### src/rtl/ker_pkg.sv
`timescale 1ns / 1ps

package ker_pkg;

    localparam int TMR_N    = 5;
    localparam int TMR_W    = 16;
    localparam int T_SEND   = 0;
    localparam int T_MAN    = 1;
    localparam int T_BATT   = 2;
    localparam int T_FAULT  = 3;
    localparam int T_TEMP   = 4;

    localparam int EV_MANUAL = 0;
    localparam int EV_BATT   = 1;
    localparam int EV_FAULT  = 2;
    localparam int EV_TEMP   = 3;

    localparam int CFG_ADDR_W = 4;

    typedef enum logic [1:0] {
        REG_WATCH_DELAY = 2'd0,
        REG_RETRY_LIMIT = 2'd1,
        REG_BACKOFF     = 2'd2,
        REG_TEMP_MARGIN = 2'd3
    } reg_idx_t;

    localparam logic [15:0] WATCH_DELAY_RST = 16'd3000;
    localparam logic [3:0]  RETRY_LIMIT_RST = 4'd4;
    localparam logic [15:0] BACKOFF_RST     = 16'd6000;
    localparam logic [11:0] TEMP_MARGIN_RST = 12'd3;

    typedef enum logic [1:0] {
        MAN_IDLE   = 2'd0,
        MAN_ACTIVE = 2'd1,
        MAN_WAIT   = 2'd2,
        MAN_RAISED = 2'd3
    } man_st_t;

    typedef enum logic [1:0] {
        FLT_IDLE   = 2'd0,
        FLT_WAIT   = 2'd1,
        FLT_RAISED = 2'd2
    } flt_st_t;

    typedef enum logic [2:0] {
        BAT_IDLE     = 3'd0,
        BAT_LOW_WAIT = 3'd1,
        BAT_LOW_SENT = 3'd2,
        BAT_LOW_HELD = 3'd3,
        BAT_OK_WAIT  = 3'd4,
        BAT_OK_SENT  = 3'd5
    } bat_st_t;

    typedef enum logic [2:0] {
        TMP_IDLE      = 3'd0,
        TMP_STOP_WAIT = 3'd1,
        TMP_STOP_SENT = 3'd2,
        TMP_STOP_HELD = 3'd3,
        TMP_RUN_WAIT  = 3'd4,
        TMP_RUN_SENT  = 3'd5
    } tmp_st_t;

    typedef enum logic [1:0] {
        SND_IDLE       = 2'd0,
        SND_WAIT_MUTEX = 2'd1,
        SND_WAIT_TX    = 2'd2,
        SND_CLEAR      = 2'd3
    } snd_st_t;

    typedef logic [TMR_N-1:0][TMR_W-1:0] tmr_vec_t;

    typedef struct packed {
        logic        tick;
        logic        manual_on;
        logic [7:0]  fault_code;
        logic        fault_critical;
        logic        low_battery;
        logic        temp_stop;
        logic [11:0] temp_sample;
        logic        tx_mutex_free;
        logic        tx_busy;
        logic        tx_failed;
        logic [7:0]  link_byte;
    } ker_in_t;

    typedef struct packed {
        logic       send_request;
        logic [7:0] send_payload;
        logic       release_mutex;
        logic       store_fault;
        logic [7:0] stored_fault_code;
        logic [3:0] pending_events;
    } ker_out_t;

    typedef struct packed {
        logic [15:0] watch_delay_ticks;
        logic [3:0]  retry_limit;
        logic [15:0] backoff_ticks;
        logic [11:0] temp_rise_margin;
    } ker_cfg_t;

    typedef struct packed {
        man_st_t     man;
        flt_st_t     flt;
        bat_st_t     bat;
        tmp_st_t     tmp;
        snd_st_t     snd;
        logic [3:0]  retry;
        tmr_vec_t    tmr;
        logic [3:0]  flags;
        logic [3:0]  latched;
        logic [11:0] temp_ref;
        logic [7:0]  last_fault;
    } ker_core_t;

    typedef struct packed {
        logic       req;
        logic [7:0] payload;
        logic       rel;
    } ker_snd_out_t;

endpackage

### src/rtl/ker_cfg.sv
`timescale 1ns / 1ps

module ker_cfg (
    input  logic                           aclk,
    input  logic                           aresetn,
    input  logic                           psel,
    input  logic                           penable,
    input  logic                           pwrite,
    input  logic [ker_pkg::CFG_ADDR_W-1:0] paddr,
    input  logic [31:0]                    pwdata,
    output logic [31:0]                    prdata,
    output logic                           pready,
    output ker_pkg::ker_cfg_t              cfg
);

    ker_pkg::ker_cfg_t  cfg_reg;
    ker_pkg::reg_idx_t  idx;
    logic               wr_en;

    assign pready = 1'b1;
    assign idx    = ker_pkg::reg_idx_t'(paddr[3:2]);
    assign wr_en  = psel && penable && pwrite;
    assign cfg    = cfg_reg;

    always_ff @(posedge aclk) begin
        if (!aresetn) begin
            cfg_reg.watch_delay_ticks <= ker_pkg::WATCH_DELAY_RST;
            cfg_reg.retry_limit       <= ker_pkg::RETRY_LIMIT_RST;
            cfg_reg.backoff_ticks     <= ker_pkg::BACKOFF_RST;
            cfg_reg.temp_rise_margin  <= ker_pkg::TEMP_MARGIN_RST;
        end else if (wr_en) begin
            unique case (idx)
                ker_pkg::REG_WATCH_DELAY: cfg_reg.watch_delay_ticks <= pwdata[15:0];
                ker_pkg::REG_RETRY_LIMIT: cfg_reg.retry_limit       <= pwdata[3:0];
                ker_pkg::REG_BACKOFF:     cfg_reg.backoff_ticks     <= pwdata[15:0];
                ker_pkg::REG_TEMP_MARGIN: cfg_reg.temp_rise_margin  <= pwdata[11:0];
                default: ;
            endcase
        end
    end

    always_comb begin
        prdata = '0;
        unique case (idx)
            ker_pkg::REG_WATCH_DELAY: prdata = {16'd0, cfg_reg.watch_delay_ticks};
            ker_pkg::REG_RETRY_LIMIT: prdata = {28'd0, cfg_reg.retry_limit};
            ker_pkg::REG_BACKOFF:     prdata = {16'd0, cfg_reg.backoff_ticks};
            ker_pkg::REG_TEMP_MARGIN: prdata = {20'd0, cfg_reg.temp_rise_margin};
            default:                  prdata = '0;
        endcase
    end

endmodule

### src/rtl/ker_watch.sv
`timescale 1ns / 1ps

module ker_watch (
    input  ker_pkg::ker_in_t   item,
    input  ker_pkg::ker_cfg_t  cfg,
    input  ker_pkg::ker_core_t cur,
    output ker_pkg::ker_core_t nxt,
    output logic               store
);

    ker_pkg::tmr_vec_t tmr_dec;
    ker_pkg::flt_st_t  flt_eff;
    ker_pkg::bat_st_t  bat_eff;
    ker_pkg::tmp_st_t  tmp_eff;
    logic              temp_rise;

    always_comb begin
        for (int i = 0; i < ker_pkg::TMR_N; i++) begin
            if (item.tick && cur.tmr[i] != '0) begin
                tmr_dec[i] = cur.tmr[i] - 16'd1;
            end else begin
                tmr_dec[i] = cur.tmr[i];
            end
        end
    end

    // manual mode sends the other watchers back to idle before they run
    assign flt_eff = item.manual_on ? ker_pkg::FLT_IDLE : cur.flt;
    assign bat_eff = item.manual_on ? ker_pkg::BAT_IDLE : cur.bat;
    assign tmp_eff = item.manual_on ? ker_pkg::TMP_IDLE : cur.tmp;

    // 13-bit compare, never wraps
    assign temp_rise = {1'b0, item.temp_sample} >
                       ({1'b0, cur.temp_ref} + {1'b0, cfg.temp_rise_margin});

    always_comb begin
        store = (flt_eff == ker_pkg::FLT_RAISED) && !cur.flags[ker_pkg::EV_FAULT];
    end

    always_comb begin
        nxt     = cur;
        nxt.tmr = tmr_dec;
        nxt.flt = flt_eff;
        nxt.bat = bat_eff;
        nxt.tmp = tmp_eff;

        unique case (cur.man)
            ker_pkg::MAN_IDLE: begin
                if (item.manual_on) nxt.man = ker_pkg::MAN_ACTIVE;
            end
            ker_pkg::MAN_ACTIVE: begin
                if (!item.manual_on) begin
                    nxt.tmr[ker_pkg::T_MAN] = cfg.watch_delay_ticks;
                    nxt.man = ker_pkg::MAN_WAIT;
                end
            end
            ker_pkg::MAN_WAIT: begin
                if (item.manual_on) begin
                    nxt.man = ker_pkg::MAN_ACTIVE;
                end else if (tmr_dec[ker_pkg::T_MAN] == '0) begin
                    nxt.flags[ker_pkg::EV_MANUAL] = 1'b1;
                    nxt.man = ker_pkg::MAN_RAISED;
                end
            end
            ker_pkg::MAN_RAISED: begin
                if (!cur.flags[ker_pkg::EV_MANUAL]) nxt.man = ker_pkg::MAN_IDLE;
            end
            default: ;
        endcase

        unique case (flt_eff)
            ker_pkg::FLT_IDLE: begin
                if (item.fault_code != '0 && item.fault_critical &&
                    item.fault_code != cur.last_fault) begin
                    nxt.tmr[ker_pkg::T_FAULT] = cfg.watch_delay_ticks;
                    nxt.flt = ker_pkg::FLT_WAIT;
                end
            end
            ker_pkg::FLT_WAIT: begin
                if (tmr_dec[ker_pkg::T_FAULT] == '0) begin
                    nxt.flags[ker_pkg::EV_FAULT] = 1'b1;
                    nxt.flt = ker_pkg::FLT_RAISED;
                end
            end
            ker_pkg::FLT_RAISED: begin
                if (!cur.flags[ker_pkg::EV_FAULT]) begin
                    nxt.last_fault = item.fault_code;
                    nxt.flt = ker_pkg::FLT_IDLE;
                end
            end
            default: ;
        endcase

        unique case (bat_eff)
            ker_pkg::BAT_IDLE: begin
                if (item.low_battery) begin
                    nxt.tmr[ker_pkg::T_BATT] = cfg.watch_delay_ticks;
                    nxt.bat = ker_pkg::BAT_LOW_WAIT;
                end
            end
            ker_pkg::BAT_LOW_WAIT: begin
                if (!item.low_battery) begin
                    nxt.bat = ker_pkg::BAT_IDLE;
                end else if (tmr_dec[ker_pkg::T_BATT] == '0) begin
                    nxt.flags[ker_pkg::EV_BATT] = 1'b1;
                    nxt.bat = ker_pkg::BAT_LOW_SENT;
                end
            end
            ker_pkg::BAT_LOW_SENT: begin
                if (!cur.flags[ker_pkg::EV_BATT]) nxt.bat = ker_pkg::BAT_LOW_HELD;
            end
            ker_pkg::BAT_LOW_HELD: begin
                if (!item.low_battery) begin
                    nxt.tmr[ker_pkg::T_BATT] = cfg.watch_delay_ticks;
                    nxt.bat = ker_pkg::BAT_OK_WAIT;
                end
            end
            ker_pkg::BAT_OK_WAIT: begin
                if (item.low_battery) begin
                    nxt.bat = ker_pkg::BAT_LOW_SENT;
                end else if (tmr_dec[ker_pkg::T_BATT] == '0) begin
                    nxt.flags[ker_pkg::EV_BATT] = 1'b1;
                    nxt.bat = ker_pkg::BAT_OK_SENT;
                end
            end
            ker_pkg::BAT_OK_SENT: begin
                if (!cur.flags[ker_pkg::EV_BATT]) nxt.bat = ker_pkg::BAT_IDLE;
            end
            default: ;
        endcase

        unique case (tmp_eff)
            ker_pkg::TMP_IDLE: begin
                if (item.temp_stop) begin
                    nxt.temp_ref = item.temp_sample;
                    nxt.tmr[ker_pkg::T_TEMP] = cfg.watch_delay_ticks;
                    nxt.tmp = ker_pkg::TMP_STOP_WAIT;
                end
            end
            ker_pkg::TMP_STOP_WAIT: begin
                if (!item.temp_stop) begin
                    nxt.tmp = ker_pkg::TMP_IDLE;
                end else if (tmr_dec[ker_pkg::T_TEMP] == '0) begin
                    nxt.flags[ker_pkg::EV_TEMP] = 1'b1;
                    nxt.tmp = ker_pkg::TMP_STOP_SENT;
                end
            end
            ker_pkg::TMP_STOP_SENT: begin
                if (!cur.flags[ker_pkg::EV_TEMP]) nxt.tmp = ker_pkg::TMP_STOP_HELD;
            end
            ker_pkg::TMP_STOP_HELD: begin
                if (!item.temp_stop) begin
                    nxt.tmr[ker_pkg::T_TEMP] = cfg.watch_delay_ticks;
                    nxt.tmp = ker_pkg::TMP_RUN_WAIT;
                end else if (temp_rise) begin
                    nxt.temp_ref = item.temp_sample;
                    nxt.tmp = ker_pkg::TMP_STOP_WAIT;
                end
            end
            ker_pkg::TMP_RUN_WAIT: begin
                if (item.temp_stop) begin
                    nxt.tmp = ker_pkg::TMP_STOP_SENT;
                end else if (tmr_dec[ker_pkg::T_TEMP] == '0) begin
                    nxt.flags[ker_pkg::EV_TEMP] = 1'b1;
                    nxt.tmp = ker_pkg::TMP_RUN_SENT;
                end
            end
            ker_pkg::TMP_RUN_SENT: begin
                if (!cur.flags[ker_pkg::EV_TEMP]) nxt.tmp = ker_pkg::TMP_IDLE;
            end
            default: ;
        endcase
    end

endmodule

### src/rtl/ker_send.sv
`timescale 1ns / 1ps

module ker_send (
    input  ker_pkg::ker_in_t     item,
    input  ker_pkg::ker_cfg_t    cfg,
    input  ker_pkg::ker_core_t   cur,
    output ker_pkg::ker_core_t   nxt,
    output ker_pkg::ker_snd_out_t sout
);

    logic [3:0] retry_inc;

    assign retry_inc = cur.retry + 4'd1;

    always_comb begin
        sout.req     = (cur.snd == ker_pkg::SND_WAIT_MUTEX) && item.tx_mutex_free;
        sout.payload = sout.req ? item.link_byte : 8'd0;
        sout.rel     = (cur.snd == ker_pkg::SND_WAIT_TX) && !item.tx_busy;
    end

    always_comb begin
        nxt = cur;
        unique case (cur.snd)
            ker_pkg::SND_IDLE: begin
                if (cur.tmr[ker_pkg::T_SEND] == '0 && cur.flags != '0) begin
                    nxt.latched = cur.flags;
                    nxt.retry   = '0;
                    nxt.snd     = ker_pkg::SND_WAIT_MUTEX;
                end
            end
            ker_pkg::SND_WAIT_MUTEX: begin
                if (item.tx_mutex_free) nxt.snd = ker_pkg::SND_WAIT_TX;
            end
            ker_pkg::SND_WAIT_TX: begin
                if (!item.tx_busy) begin
                    if (item.tx_failed) begin
                        nxt.retry = retry_inc;
                        if (retry_inc < cfg.retry_limit) begin
                            nxt.snd = ker_pkg::SND_WAIT_MUTEX;
                        end else begin
                            nxt.tmr[ker_pkg::T_SEND] = cfg.backoff_ticks;
                            nxt.snd = ker_pkg::SND_IDLE;
                        end
                    end else begin
                        nxt.snd = ker_pkg::SND_CLEAR;
                    end
                end
            end
            ker_pkg::SND_CLEAR: begin
                nxt.flags = cur.flags & ~cur.latched;
                nxt.snd   = ker_pkg::SND_IDLE;
            end
            default: ;
        endcase
    end

endmodule

### src/rtl/keepalive_event_reporter.sv
`timescale 1ns / 1ps

// Keepalive event reporter.
// s_ channel: one poll step per beat (tick, watcher inputs, transmit status).
// m_ channel: exactly one result beat per poll step, in order.
// APB port: four config registers at 0x0, 0x4, 0x8, 0xC; pready tied high.
// Write config only while no poll step is in flight.
// Path: a step is captured in the input register, evaluated by the
// watcher and sender logic, and its result lands in the output register.
// Throughput: one step per cycle while the output can drain (m_ready high
// or output register empty); the single state update per step sets it.
// Stall: if m_ready is low, the result register holds and the input register
// fills; s_ready drops only when both are full.
// Reset (aresetn low, synchronous): watchers and sender go idle, all timers
// and event flags clear, config returns to defaults
// (3000, 4, 6000, 3); no beat is pending.

module keepalive_event_reporter (
    input  logic                           aclk,
    input  logic                           aresetn,
    input  logic                           s_valid,
    output logic                           s_ready,
    input  ker_pkg::ker_in_t               s_data,
    output logic                           m_valid,
    input  logic                           m_ready,
    output ker_pkg::ker_out_t              m_data,
    input  logic                           psel,
    input  logic                           penable,
    input  logic                           pwrite,
    input  logic [ker_pkg::CFG_ADDR_W-1:0] paddr,
    input  logic [31:0]                    pwdata,
    output logic [31:0]                    prdata,
    output logic                           pready
);

    ker_pkg::ker_cfg_t     cfg;
    ker_pkg::ker_in_t      in_data_reg;
    logic                  in_valid_reg;
    ker_pkg::ker_out_t     out_data_reg, out_data_next;
    logic                  out_valid_reg;
    ker_pkg::ker_core_t    core_reg, core_mid, core_next;
    ker_pkg::ker_snd_out_t sout;
    logic                  store;
    logic                  adv;

    ker_cfg u_cfg (
        .aclk    (aclk),
        .aresetn (aresetn),
        .psel    (psel),
        .penable (penable),
        .pwrite  (pwrite),
        .paddr   (paddr),
        .pwdata  (pwdata),
        .prdata  (prdata),
        .pready  (pready),
        .cfg     (cfg)
    );

    ker_watch u_watch (
        .item  (in_data_reg),
        .cfg   (cfg),
        .cur   (core_reg),
        .nxt   (core_mid),
        .store (store)
    );

    ker_send u_send (
        .item (in_data_reg),
        .cfg  (cfg),
        .cur  (core_mid),
        .nxt  (core_next),
        .sout (sout)
    );

    assign adv     = in_valid_reg && (!out_valid_reg || m_ready);
    assign s_ready = !in_valid_reg || adv;
    assign m_valid = out_valid_reg;
    assign m_data  = out_data_reg;

    always_comb begin
        out_data_next.send_request      = sout.req;
        out_data_next.send_payload      = sout.payload;
        out_data_next.release_mutex     = sout.rel;
        out_data_next.store_fault       = store;
        out_data_next.stored_fault_code = core_next.last_fault;
        out_data_next.pending_events    = core_next.flags;
    end

    always_ff @(posedge aclk) begin
        if (!aresetn) begin
            in_valid_reg  <= 1'b0;
            out_valid_reg <= 1'b0;
            core_reg      <= '0;
        end else begin
            if (s_valid && s_ready) begin
                in_valid_reg <= 1'b1;
            end else if (adv) begin
                in_valid_reg <= 1'b0;
            end
            if (adv) begin
                out_valid_reg <= 1'b1;
                core_reg      <= core_next;
            end else if (m_ready) begin
                out_valid_reg <= 1'b0;
            end
        end
    end

    always_ff @(posedge aclk) begin
        if (s_valid && s_ready) begin
            in_data_reg <= s_data;
        end
        if (adv) begin
            out_data_reg <= out_data_next;
        end
    end

endmodule
### config.mk
export PLATFORM = sky130hd
export DESIGN_NAME = keepalive_event_reporter
export DESIGN_NICKNAME = d
export VERILOG_FILES = /design/src/rtl/ker_pkg.sv /design/src/rtl/ker_cfg.sv /design/src/rtl/ker_watch.sv /design/src/rtl/ker_send.sv /design/src/rtl/keepalive_event_reporter.sv
export SDC_FILE = /design/constraint.sdc
export NUM_CORES = 1
export LEC_CHECK = 0
export ABC_AREA = 1
export BUFFER_PORTS_ARGS = -buffer_cell sky130_fd_sc_hd__buf_4
export CORE_ASPECT_RATIO = 0.5
export CORE_MARGIN = 10
export CORE_UTILIZATION = 40
export CTS_CLUSTER_DIAMETER = 150
export CTS_CLUSTER_SIZE = 8
export DETAILED_ROUTE_END_ITERATION = 8
export PLACE_DENSITY = 0.62
export SKIP_CTS_REPAIR_TIMING = 1
export SLEW_MARGIN = 20
export SYNTH_ARGS = -nofsm -noshare
export SYNTH_HDL_FRONTEND = slang
export SYNTH_SLANG_ARGS = --single-unit
export TNS_END_PERCENT = 30
### constraint.sdc
create_clock -name aclk -period 3.14 [get_ports aclk]
set_input_delay 0.314 -clock aclk [delete_from_list [all_inputs] [get_ports aclk]]
set_output_delay 0.314 -clock aclk [all_outputs]
set_load 0.01 [all_outputs]
==> out/metrics.yaml, run 1 <==
post-route-period-util_pct: 105
final_nets: 2449
cp_max_fo: 6
start_util_pct: 40.6
worstPathArrival_ns: 3.69
drt.antenna.violating_nets: 0
setup_tns_ns: -1.83
synthDistinctLibCells: 51
grt_setup_unrepaired: "yes"
wl_um: 46300
syn_to_final_growth_pct: 21.2
power.total_uw: 12400
crit_path_end_kind: "flip-flop"
max_cap_violations: 0
async_flop_share_pct: 0
worst_pin_slew_ns: 1.20
synth_flop_cell: "dfxtp_1"
violations: "negative setup slack"
drt_iter0_markers: 1174
power.density_nw_per_um2: 700
firstDrtPassIters: 5
drv_slew: 0
largest_reg_flops: 124
synth.ff_latch_count: 233
slew-limit-headroom_pct: 19.4
fill_cells: 3655
fp.dieW_um: 291
critPathTopFamily: "adder cells"
via_per_inst: 5.19
rows: 49
coreArea_um2: 36000
multi_input_area_um2: 8310
post_drt_wl_per_cell_um: 16.3
die-area_um2: 45200
slowest_stage: "fa_1"
clk_pin_slew_ns: 0.05
slowest_delay_ns: 0.41
cts_sinks: 233
drc_errors: 0
critPathRequiredTime_ns: 3.54
grt_max_degree: 61
clockBufferDepth: 3
start_kind: "flip-flop"
clkLatencyLatePin_ns: 0.53
fin_skew_ns: 0.0247
port_buffers: 101
gp_congestion: 0.928
htreeDepth: 2
cts_root_buf: "clkbuf_16"
critPathBufInv: 1
cts_buffers: 35
diodes: 0
fin_ws_ns: -0.155
synthesis.area_um2: 14700
synthTopCellsByArea: "dfxtp_1 (24%), nand2_1 (15%), edfxtp_1 (12%)"
synth_top_area_share_pct: 23.8
leakage_uw: 0.00800
netlist_instances: 2164
vias: 14699
yosys_warnings: 0
max_clock_freq_ghz: 0.303
yosysSeqAreaShare_pct: 35.9
layout-drive-gt1-share_pct: 13.3
finalCriticalPeriod_ns: 3.30
grtUsageTotal_pct: 19.5
worst_ir_drop_vdd_mv: 0.556
crit_type: "flip-flop to flip-flop"
die_y_um: 155
hold_viol_final: 0
antenna_found_initial: 0
synth-edff-count: 59
regArea_um2: 5260
grt_pass1_vias: 13521
cts_tree: "done"
hold_path_class: "input port to flip-flop"
grt_pass1_wl_um: 72900
yosysTopAreaCell: "dfxtp_1"
grt-ovfl-total: 0
final-setup-viol-count: 13
syn_avg_cell_area_um2: 6.77
status: "finished, violations left"
path_cells: "ha_1 > fa_1 > nand3_1 > nand2_1 > a21oi_1 > o21bai_1 > a21oi_1 > o21ai_1 > nand2_1 > nand2_1 > xor2_1 > ha_1 > nand4_1 > o41ai_2 > a21oi_1 > nand3_1 > nand2_4 > buf_6 > nand3_1 > a21oi_2"
hpwl_um: 33400
io_pins: 137
[worst reg2reg max path, cell delays in order (launching register included)]
cell and delay [ns]:
dfxtp_1 0.31, ha_1 0.23, fa_1 0.41, nand3_1 0.09, nand2_1 0.07, a21oi_1 0.15
o21bai_1 0.10, a21oi_1 0.13, o21ai_1 0.10, nand2_1 0.07, nand2_1 0.07, xor2_1 0.15
ha_1 0.31, nand4_1 0.11, o41ai_2 0.24, a21oi_1 0.09, nand3_1 0.14, nand2_4 0.10
buf_6 0.16, nand3_1 0.08, a21oi_2 0.07
[logic make-up (layout without fill, tap and decap cells)]
family                   Yosys count  count (layout)  synth area share (%)
buffers and inverters            312             483                  8.82
AND/OR/NAND/NOR                 1043            1043                  29.6
AO/OA/AOI/OAI                    476             476                  18.8
other                              2              17                0.0513
XOR/XNOR                          58              58                  3.47
flip-flops                       233             233                  35.9
multiplexers                       3               3                 0.205
adder cells (fa/ha/maj)           37              37                  3.21
[per-layer routing]
layer  part of all wire, %  routed length [um]  track usage (%)
met1                    46               21500             26.3
met2                    44               20500             31.3
met3                   6.6                3050             3.34
met4                   2.8                1310             6.60
met5                     0                   0                0
[per-stage QoR]
| step | setup WS [ns] | cells | hold WS [ns] | instance area, um^2 | utilization [%] |
|---|---|---|---|---|---|
| final | -0.155 | 2834 | 0.0375 | 17800 | 49.3 |
| after global routing | -0.467 | 2834 | 0.0485 | 17800 | 49.3 |
| after CTS | -0.338 | 2795 | -0.0542 | 17200 | 47.8 |
| after detailed placement | -0.317 | 2741 | 0.449 | 16200 | 45.1 |
| after global placement | -0.210 | 2741 | 0.442 | 16200 | 45.1 |
| after floorplan | 0.0432 | 2179 | 0.413 | 14700 | - |
[path summary, 6_finish.rpt]
kind                                  start                    endpoint  slack, ns  depth (start not counted)
hold reg to reg   core_reg[23]$_SDFFE_PN0P_   core_reg[23]$_SDFFE_PN0P_       0.46                          2
setup reg to reg  u_cfg.cfg[0]$_SDFFE_PN1P_   core_reg[10]$_SDFFE_PN0P_      -0.16                         20
hold / removal                   pwdata[15]  u_cfg.cfg[27]$_SDFFE_PN0P_       0.04                          3
setup / recovery  u_cfg.cfg[0]$_SDFFE_PN1P_   core_reg[10]$_SDFFE_PN0P_      -0.16                         20
[layout make-up]
class | count | area share, %
timing repair buffer | 225 | 10.3
tap | 484 | 3.41
sequential | 233 | 29.6
multi-input combinational | 1634 | 46.8
clock inverter | 3 | 0.190
clock buffer | 51 | 5.39
inverter | 204 | 4.35
[Yosys cell counts (2+ instances only)]
master and number:
ha_1 36, nor2_4 4, o2111ai_1 4, nand3b_1 14, o21ai_1 2, nand2_4 3
nand3_2 2, a21o_1 5, inv_4 2, inv_1 188, nand2_1 598, nand2_2 16
nand4_1 18, nand3_1 93, o221ai_1 9, inv_2 4, mux2i_1 3, nor3_1 19
a41oi_1 13, clkbuf_1 71, dfxtp_1 174, edfxtp_1 59, xor2_1 37, a31oi_1 21
nor2_1 251, buf_2 6, o21bai_1 2, a22oi_1 2, conb_1 2, nor4_1 4
nor2_2 18, a21oi_1 159, xnor2_1 21, buf_1 6, o31ai_1 2, clkinv_1 10
buf_6 4, a221oi_1 5, o22ai_1 2, o21ai_0 176, o211ai_1 61, buf_4 21
a211oi_1 9
[layout by cell type (no fill, tap or decap), types with 4 or more instances in the layout]
master and instances:
a211oi_1 9, a21o_1 5, a21oi_1 153, a21oi_2 6
a221oi_1 5, a31oi_1 21, a41oi_1 13, buf_4 184
clkbuf_1 15, clkbuf_16 36, clkinv_1 10, conb_1 17
dfxtp_1 171, dlygate4sd3_1 36, edfxtp_1 59, ha_1 34
inv_1 184, inv_2 7, nand2_1 588, nand2_2 23
nand2_4 4, nand3_1 90, nand3_2 5, nand3b_1 14
nand4_1 18, nor2_1 248, nor2_2 21, nor2_4 4
nor3_1 19, nor4_1 4, o2111ai_1 4, o211ai_1 61
o21ai_0 174, o21ai_1 4, o221ai_1 9, xnor2_1 21
xor2_1 37
[where the power goes]
| group | switching [uW] | internal (uW) | leakage [uW] |
|---|---|---|---|
| combinational | 3280 | 1990 | 0.00553 |
| clock | 1400 | 2100 | 0.000477 |
| sequential | 307 | 3370 | 0.00199 |
| total | 4990 | 7450 | 0.00800 |
No activity file was read; power rests on OpenSTA's default activity.
==> run 2, diff against run 1 <==
--- a/config.mk
+++ b/config.mk
@@ -14,6 +14,7 @@
 export CTS_CLUSTER_SIZE = 8
 export DETAILED_ROUTE_END_ITERATION = 8
 export PLACE_DENSITY = 0.62
+export RECOVER_POWER = 100
 export SKIP_CTS_REPAIR_TIMING = 1
 export SLEW_MARGIN = 20
 export SYNTH_ARGS = -nofsm -noshare
==> run 2 against run 1 <==
Effect of this change: the flow finishes with violations (max-capacitance violations, max-slew violations, negative setup slack); critical endpoint unchanged; utilization down 0.63 points; highest routed layer unchanged; cell area is 1.3% lower; sequential share of layout area rose by 0.38 points; register-to-register slack about the same; largest cell class unchanged; clock skew shrank 0.0011 ns; count of clock-buffer cells in the layout unchanged.
==> out/metrics.yaml, run 2 (synthesized netlist as in run 1, its figures left out) <==
status: "finished, violations left"
violations: "max-capacitance violations, max-slew violations, negative setup slack"
crit_type: "flip-flop to flip-flop"
coreArea_um2: 36000  # unchanged
rrSetupSlack_ns: -0.15  # about the same
clk_pin_slew_ns: 0.05  # about the same
hold_viol_final: 0  # unchanged
clkLatencyLatePin_ns: 0.53  # about the same
diodes: 0  # unchanged
post-route-period-util_pct: 105  # about the same
fill_cells: 3723  # +1.9%
gp_congestion: 0.928  # unchanged
multi_input_area_um2: 8260  # -0.54%
critPathRequiredTime_ns: 3.54  # about the same
max_clock_freq_ghz: 0.304  # about the same
fp.dieW_um: 291  # unchanged
power.total_uw: 12400  # -0.43%
start_kind: "flip-flop"
fin_area_um2: 17500  # -1.3%
cts_tree: "done"
place_inst: 2741  # unchanged
via_per_inst: 5.23  # +0.76%
hold_end: "u_cfg.cfg[27]$_SDFFE_PN0P_"
whs_path_depth: 3  # unchanged
grt-ovfl-total: 0  # unchanged
grt_setup_unrepaired: "yes"
grt_pass1_wl_um: 72900  # unchanged
final_common_cell: "nand2_1"
reg2regPathDepth: 20  # unchanged
cts_sinks: 233  # unchanged
power.density_nw_per_um2: 706  # +0.85%
rows: 49  # unchanged
port_buffers: 101  # unchanged
clockBufferDepth: 3  # unchanged
regArea_um2: 5260  # unchanged
finalCriticalPeriod_ns: 3.29  # -0.00113 ns
fin_skew_ns: 0.0236  # -0.00108 ns
cp_max_fo: 6  # unchanged
post_drt_wl_per_cell_um: 16.4  # +0.10%
hold_path_class: "input port to flip-flop"
final-setup-viol-count: 14  # +1
dpl_cell_area_um2: 16200  # unchanged
cts_buffers: 35  # unchanged
r2r_start: "u_cfg.cfg[0]$_SDFFE_PN1P_"
io_pins: 137  # unchanged
worstHoldStart: "pwdata[15]"
hpwl_um: 33400  # unchanged
fin_ws_ns: -0.154  # +0.00113 ns
drc_errors: 0  # unchanged
worstPathArrival_ns: 3.69  # about the same
grtUsageTotal_pct: 19.5  # unchanged
antenna_found_initial: 0  # unchanged
htreeDepth: 2  # unchanged
die-area_um2: 45200  # unchanged
grt_max_degree: 61  # unchanged
crit_path_end_kind: "flip-flop"
leakage_uw: 0.00780  # -2.4%
final_cell_mix: "nand2_1 (591), nor2_1 (253), inv_1 (186), o21ai_0 (174), dfxtp_1 (171)"
die_y_um: 155  # unchanged
firstDrtPassIters: 5  # unchanged
drv_slew: 93  # +93
slew-limit-headroom_pct: -49.8  # -69 points
worst_ir_drop_vdd_mv: 0.561  # +0.76%
cts_root_buf: "clkbuf_16"
drt_iter0_markers: 1225  # +4.3%
wl_um: 46400  # +0.10%
worst_pin_slew_ns: 2.25  # +1.04 ns
drt.antenna.violating_nets: 0  # unchanged
layout-drive-gt1-share_pct: 10.8  # -2.5 points
syn_to_final_growth_pct: 19.6
largest_reg_flops: 124  # unchanged
final_nets: 2449  # unchanged
grt_pass1_vias: 13521  # unchanged
vias: 14810  # +0.76%
max_cap_violations: 2  # +2
fin_cells: 2834  # unchanged
r2r-end: "core_reg[10]$_SDFFE_PN0P_"
setup_tns_ns: -1.83  # -0.00151 ns
whs_ns: 0.0356  # -0.00186 ns
start_util_pct: 40.6  # unchanged
[run 2: power by group]
group / switching (uW) / total (uW) / leakage [uW] / internal (uW)
sequential: 307 / 3670 / 0.00199 / 3370
clock: 1400 / 3500 / 0.000477 / 2100
combinational: 3270 / 5210 / 0.00533 / 1940
total: 4980 / 12400 / 0.00780 / 7410
[run 2: metrics by stage]
step           setup WS, ns  util (%)
2_1_floorplan        0.0432         -
3_3_place_gp         -0.210      45.1
3_5_place_dp         -0.317      45.1
4_1_cts              -0.338      47.8
5_1_grt              -0.467      48.6
6_report             -0.154      48.6
[run 2: area by class of cell]
| class | instances | share of cell area (%) |
|---|---|---|
| Clock buffer | 51 | 5.46 |
| Timing Repair Buffer | 225 | 9.37 |
| Clock inverter | 3 | 0.193 |
| Tap cell | 484 | 3.45 |
| Sequential cell | 233 | 30.0 |
| Multi-Input combinational cell | 1634 | 47.1 |
| Inverter | 204 | 4.41 |
[run 2: worst max-delay path, stage by stage, from the launching register on]
cell	delay (ns)
dfxtp_1	0.31
ha_1	0.23
fa_1	0.41
nand3_1	0.09
nand2_1	0.07
a21oi_1	0.15
o21bai_1	0.10
a21oi_1	0.13
o21ai_1	0.10
nand2_1	0.07
nand2_1	0.07
xor2_1	0.15
ha_1	0.31
nand4_1	0.11
o41ai_2	0.24
a21oi_1	0.09
nand3_1	0.14
nand2_4	0.10
buf_6	0.16
nand3_1	0.08
a21oi_2	0.07
[run 2: how the worst max path moves through the flow]
stage | slack, ns | end | from | depth (start not counted)
after CTS | -0.34 | core_reg[19]$_SDFFE_PN0P_ | u_cfg.cfg[0]$_SDFFE_PN1P_ | 20
after detailed placement | -0.32 | core_reg[10]$_SDFFE_PN0P_ | u_cfg.cfg[0]$_SDFFE_PN1P_ | 20
after global routing | -0.47 | core_reg[11]$_SDFFE_PN0P_ | u_cfg.cfg[2]$_SDFFE_PN0P_ | 24
after global placement | -0.21 | core_reg[9]$_SDFFE_PN0P_ | u_cfg.cfg[0]$_SDFFE_PN1P_ | 20
final | -0.15 | core_reg[10]$_SDFFE_PN0P_ | u_cfg.cfg[0]$_SDFFE_PN1P_ | 20
after floorplan | 0.04 | core_reg[10]$_SDFFE_PN0P_ | u_cfg.cfg[2]$_SDFFE_PN0P_ | 25
[run 2: routing by layer]
layer  share of wire [%]  global-route usage [%]  wire, um  vias to the layer above
li1                    -                       -         -                     7506
met1                  46                    26.3     21500                     6778
met2                  44                    31.3     20600                      451
met3                 6.5                    3.34      3020                       75
met4                 2.8                    6.60      1290                        0
met5                   0                       0         0                        -
==> run 3, diff against run 2 <==
--- a/config.mk
+++ b/config.mk
@@ -15,6 +15,7 @@
 export DETAILED_ROUTE_END_ITERATION = 8
 export PLACE_DENSITY = 0.62
 export RECOVER_POWER = 100
+export REMOVE_ABC_BUFFERS = 1
 export SKIP_CTS_REPAIR_TIMING = 1
 export SLEW_MARGIN = 20
 export SYNTH_ARGS = -nofsm -noshare
==> run 3 against run 2 <==
Effect of this change: cell count decreased by 0.49%; sequential cell count unchanged; sequential power about the same; critical path depth increased by 5; non-clock buffer count decreased by 13; the run still ends with max-capacitance violations, max-slew violations, negative setup slack left; combinational power about the same; wire length increased by 0.52%; count of clock-buffer cells in the layout decreased by 2.
==> out/metrics.yaml, run 3 (synthesized netlist as in run 1, its figures left out) <==
status: "finished, violations left"
violations: "max-capacitance violations, max-slew violations, negative setup slack"
start_util_pct: 40.6  # unchanged
cts_root_buf: "clkbuf_16"
wl_met2_um: 20400  # -1.1%
power.density_nw_per_um2: 710  # +0.54%
grtUsageTotal_pct: 19.6  # +0.085 points
gp_congestion: 0.943  # +1.7%
htreeDepth: 2  # unchanged
io_pins: 137  # unchanged
wl_um: 46600  # +0.52%
cts_buffers: 35  # unchanged
port_buffers: 101  # unchanged
fin_area_um2: 17400  # -0.67%
drt_iter0_markers: 1282  # +4.7%
grt-ovfl-total: 0  # unchanged
start_kind: "flip-flop"
finalCriticalPeriod_ns: 3.35  # +0.0571 ns
drt.antenna.violating_nets: 0  # unchanged
final_common_cell: "nand2_1"
slew-limit-headroom_pct: -55.3  # -5.5 points
r2r_start: "u_cfg.cfg[2]$_SDFFE_PN0P_"
drc_errors: 0  # unchanged
die_y_um: 155  # unchanged
grt_pass1_vias: 13508  # -0.096%
coreArea_um2: 36000  # unchanged
worstPathArrival_ns: 3.81  # +0.12 ns
post-route-period-util_pct: 107  # +1.8 points
worst_ir_drop_vdd_mv: 0.573  # +2.1%
max_clock_freq_ghz: 0.298  # -1.7%
crit_start: "u_cfg.cfg[2]$_SDFFE_PN0P_"
dpl_cell_area_um2: 16200  # -0.55%
fin_ws_ns: -0.211  # -0.0571 ns
worst_pin_slew_ns: 2.33  # +0.0822 ns
hold_viol_final: 0  # unchanged
crit_path_end_kind: "flip-flop"
max_cap_violations: 3  # +1
drv_slew: 184  # +98%
clk_pin_slew_ns: 0.05  # about the same
setup_tns_ns: -2.33  # -0.500 ns
final-setup-viol-count: 18  # +4
clockBufferDepth: 3  # unchanged
vias: 14786  # -0.16%
antenna_found_initial: 0  # unchanged
firstDrtPassIters: 5  # unchanged
layout-drive-gt1-share_pct: 10.4  # -0.41 points
leakage_uw: 0.00774  # -0.76%
cts_tree: "done"
wl_met3_um: 3140  # +4.0%
final_cell_mix: "nand2_1 (594), nor2_1 (251), inv_1 (185), o21ai_0 (173), dfxtp_1 (173)"
rows: 49  # unchanged
post_drt_wl_per_cell_um: 16.5  # +1.0%
grt_max_degree: 79  # +30%
cts_sinks: 233  # unchanged
hpwl_um: 33400  # about the same
cp_max_fo: 6  # unchanged
via_per_inst: 5.24  # +0.33%
diodes: 0  # unchanged
critPathRequiredTime_ns: 3.60  # +0.06 ns
crit_type: "flip-flop to flip-flop"
wl_met1_um: 22000  # +2.7%
clkLatencyLatePin_ns: 0.53  # about the same
fin_skew_ns: 0.0201  # -0.00347 ns
power.total_uw: 12400  # -0.14%
top_layer: "met4"
syn_to_final_growth_pct: 18.8
hold_path_class: "input port to flip-flop"
largest_reg_flops: 124  # unchanged
worstHoldStart: "pwdata[12]"
grt_setup_unrepaired: "yes"
die-area_um2: 45200  # unchanged
fp.dieW_um: 291  # unchanged
final_nets: 2436  # -0.53%
grt_pass1_wl_um: 73600  # +1.0%
## run 3: cell types whose count changed in the layout (fill, tap and decap cells not counted), sizes merged
| cell | change |
|---|---|
| buf | -22 |
| clkbuf | +7 |
| inv | +1 |
## run 3: critical path, cell delays in order, from the launching register on
cell	delay (ns)
dfxtp_1	0.33
ha_4	0.28
nand3_1	0.08
nand2_2	0.08
a21oi_2	0.06
o21bai_1	0.19
a21oi_1	0.09
o21ai_1	0.18
nand2_1	0.07
nand2_1	0.07
nand2_1	0.06
nand2_2	0.08
a21oi_2	0.05
nor2_1	0.09
nor2_1	0.06
xor2_1	0.15
ha_1	0.30
nand4_1	0.09
o41ai_2	0.25
a21oi_2	0.06
nand3_1	0.11
nand2_2	0.09
nand2_4	0.11
clkbuf_16	0.15
nand2_1	0.06
a21oi_1	0.12
## run 3: per-stage QoR
stage                     util, %  hold slack, ns  cells  setup slack (ns)
after detailed placement     44.8           0.445   2729            -0.230
after floorplan                 -           0.398   2071             -1.73
after global routing         48.3          0.0137   2820            -0.478
final                        48.3          0.0129   2820            -0.211
after global placement       44.8           0.439   2729            -0.202
after CTS                    47.5         -0.0635   2782            -0.271
## run 3: area by class of cell
class	instances	area [um^2]
fill	3732	18600
multi-input combinational	1634	8250
sequential	233	5260
timing repair buffer	212	1550
clock buffer	49	928
inverter	204	768
tap	484	606
clock inverter	4	57.6
## run 3: path summary, 6_finish.rpt
check	slack, ns	end	cells past startpoint
worst max-delay path	-0.21	core_reg[16]$_SDFFE_PN0P_	25
worst min register to register	0.45	core_reg[23]$_SDFFE_PN0P_	2
worst max register to register	-0.21	core_reg[16]$_SDFFE_PN0P_	25
worst min-delay path	0.01	u_cfg.cfg[24]$_SDFFE_PN1P_	3
## run 3: where the power goes
| part | leakage [uW] | switching, uW | internal (uW) |
|---|---|---|---|
| registers | 0.00199 | 303 | 3370 |
| logic | 0.00528 | 3290 | 1920 |
| clock network | 0.000476 | 1430 | 2060 |
## run 3: metal layers
metal / track usage, % / up-vias
met1: 27.1 / 6792
met4: 5.55 / 0
met2: 30.6 / 452
met5: 0 / -
li1: - / 7476
met3: 3.77 / 66
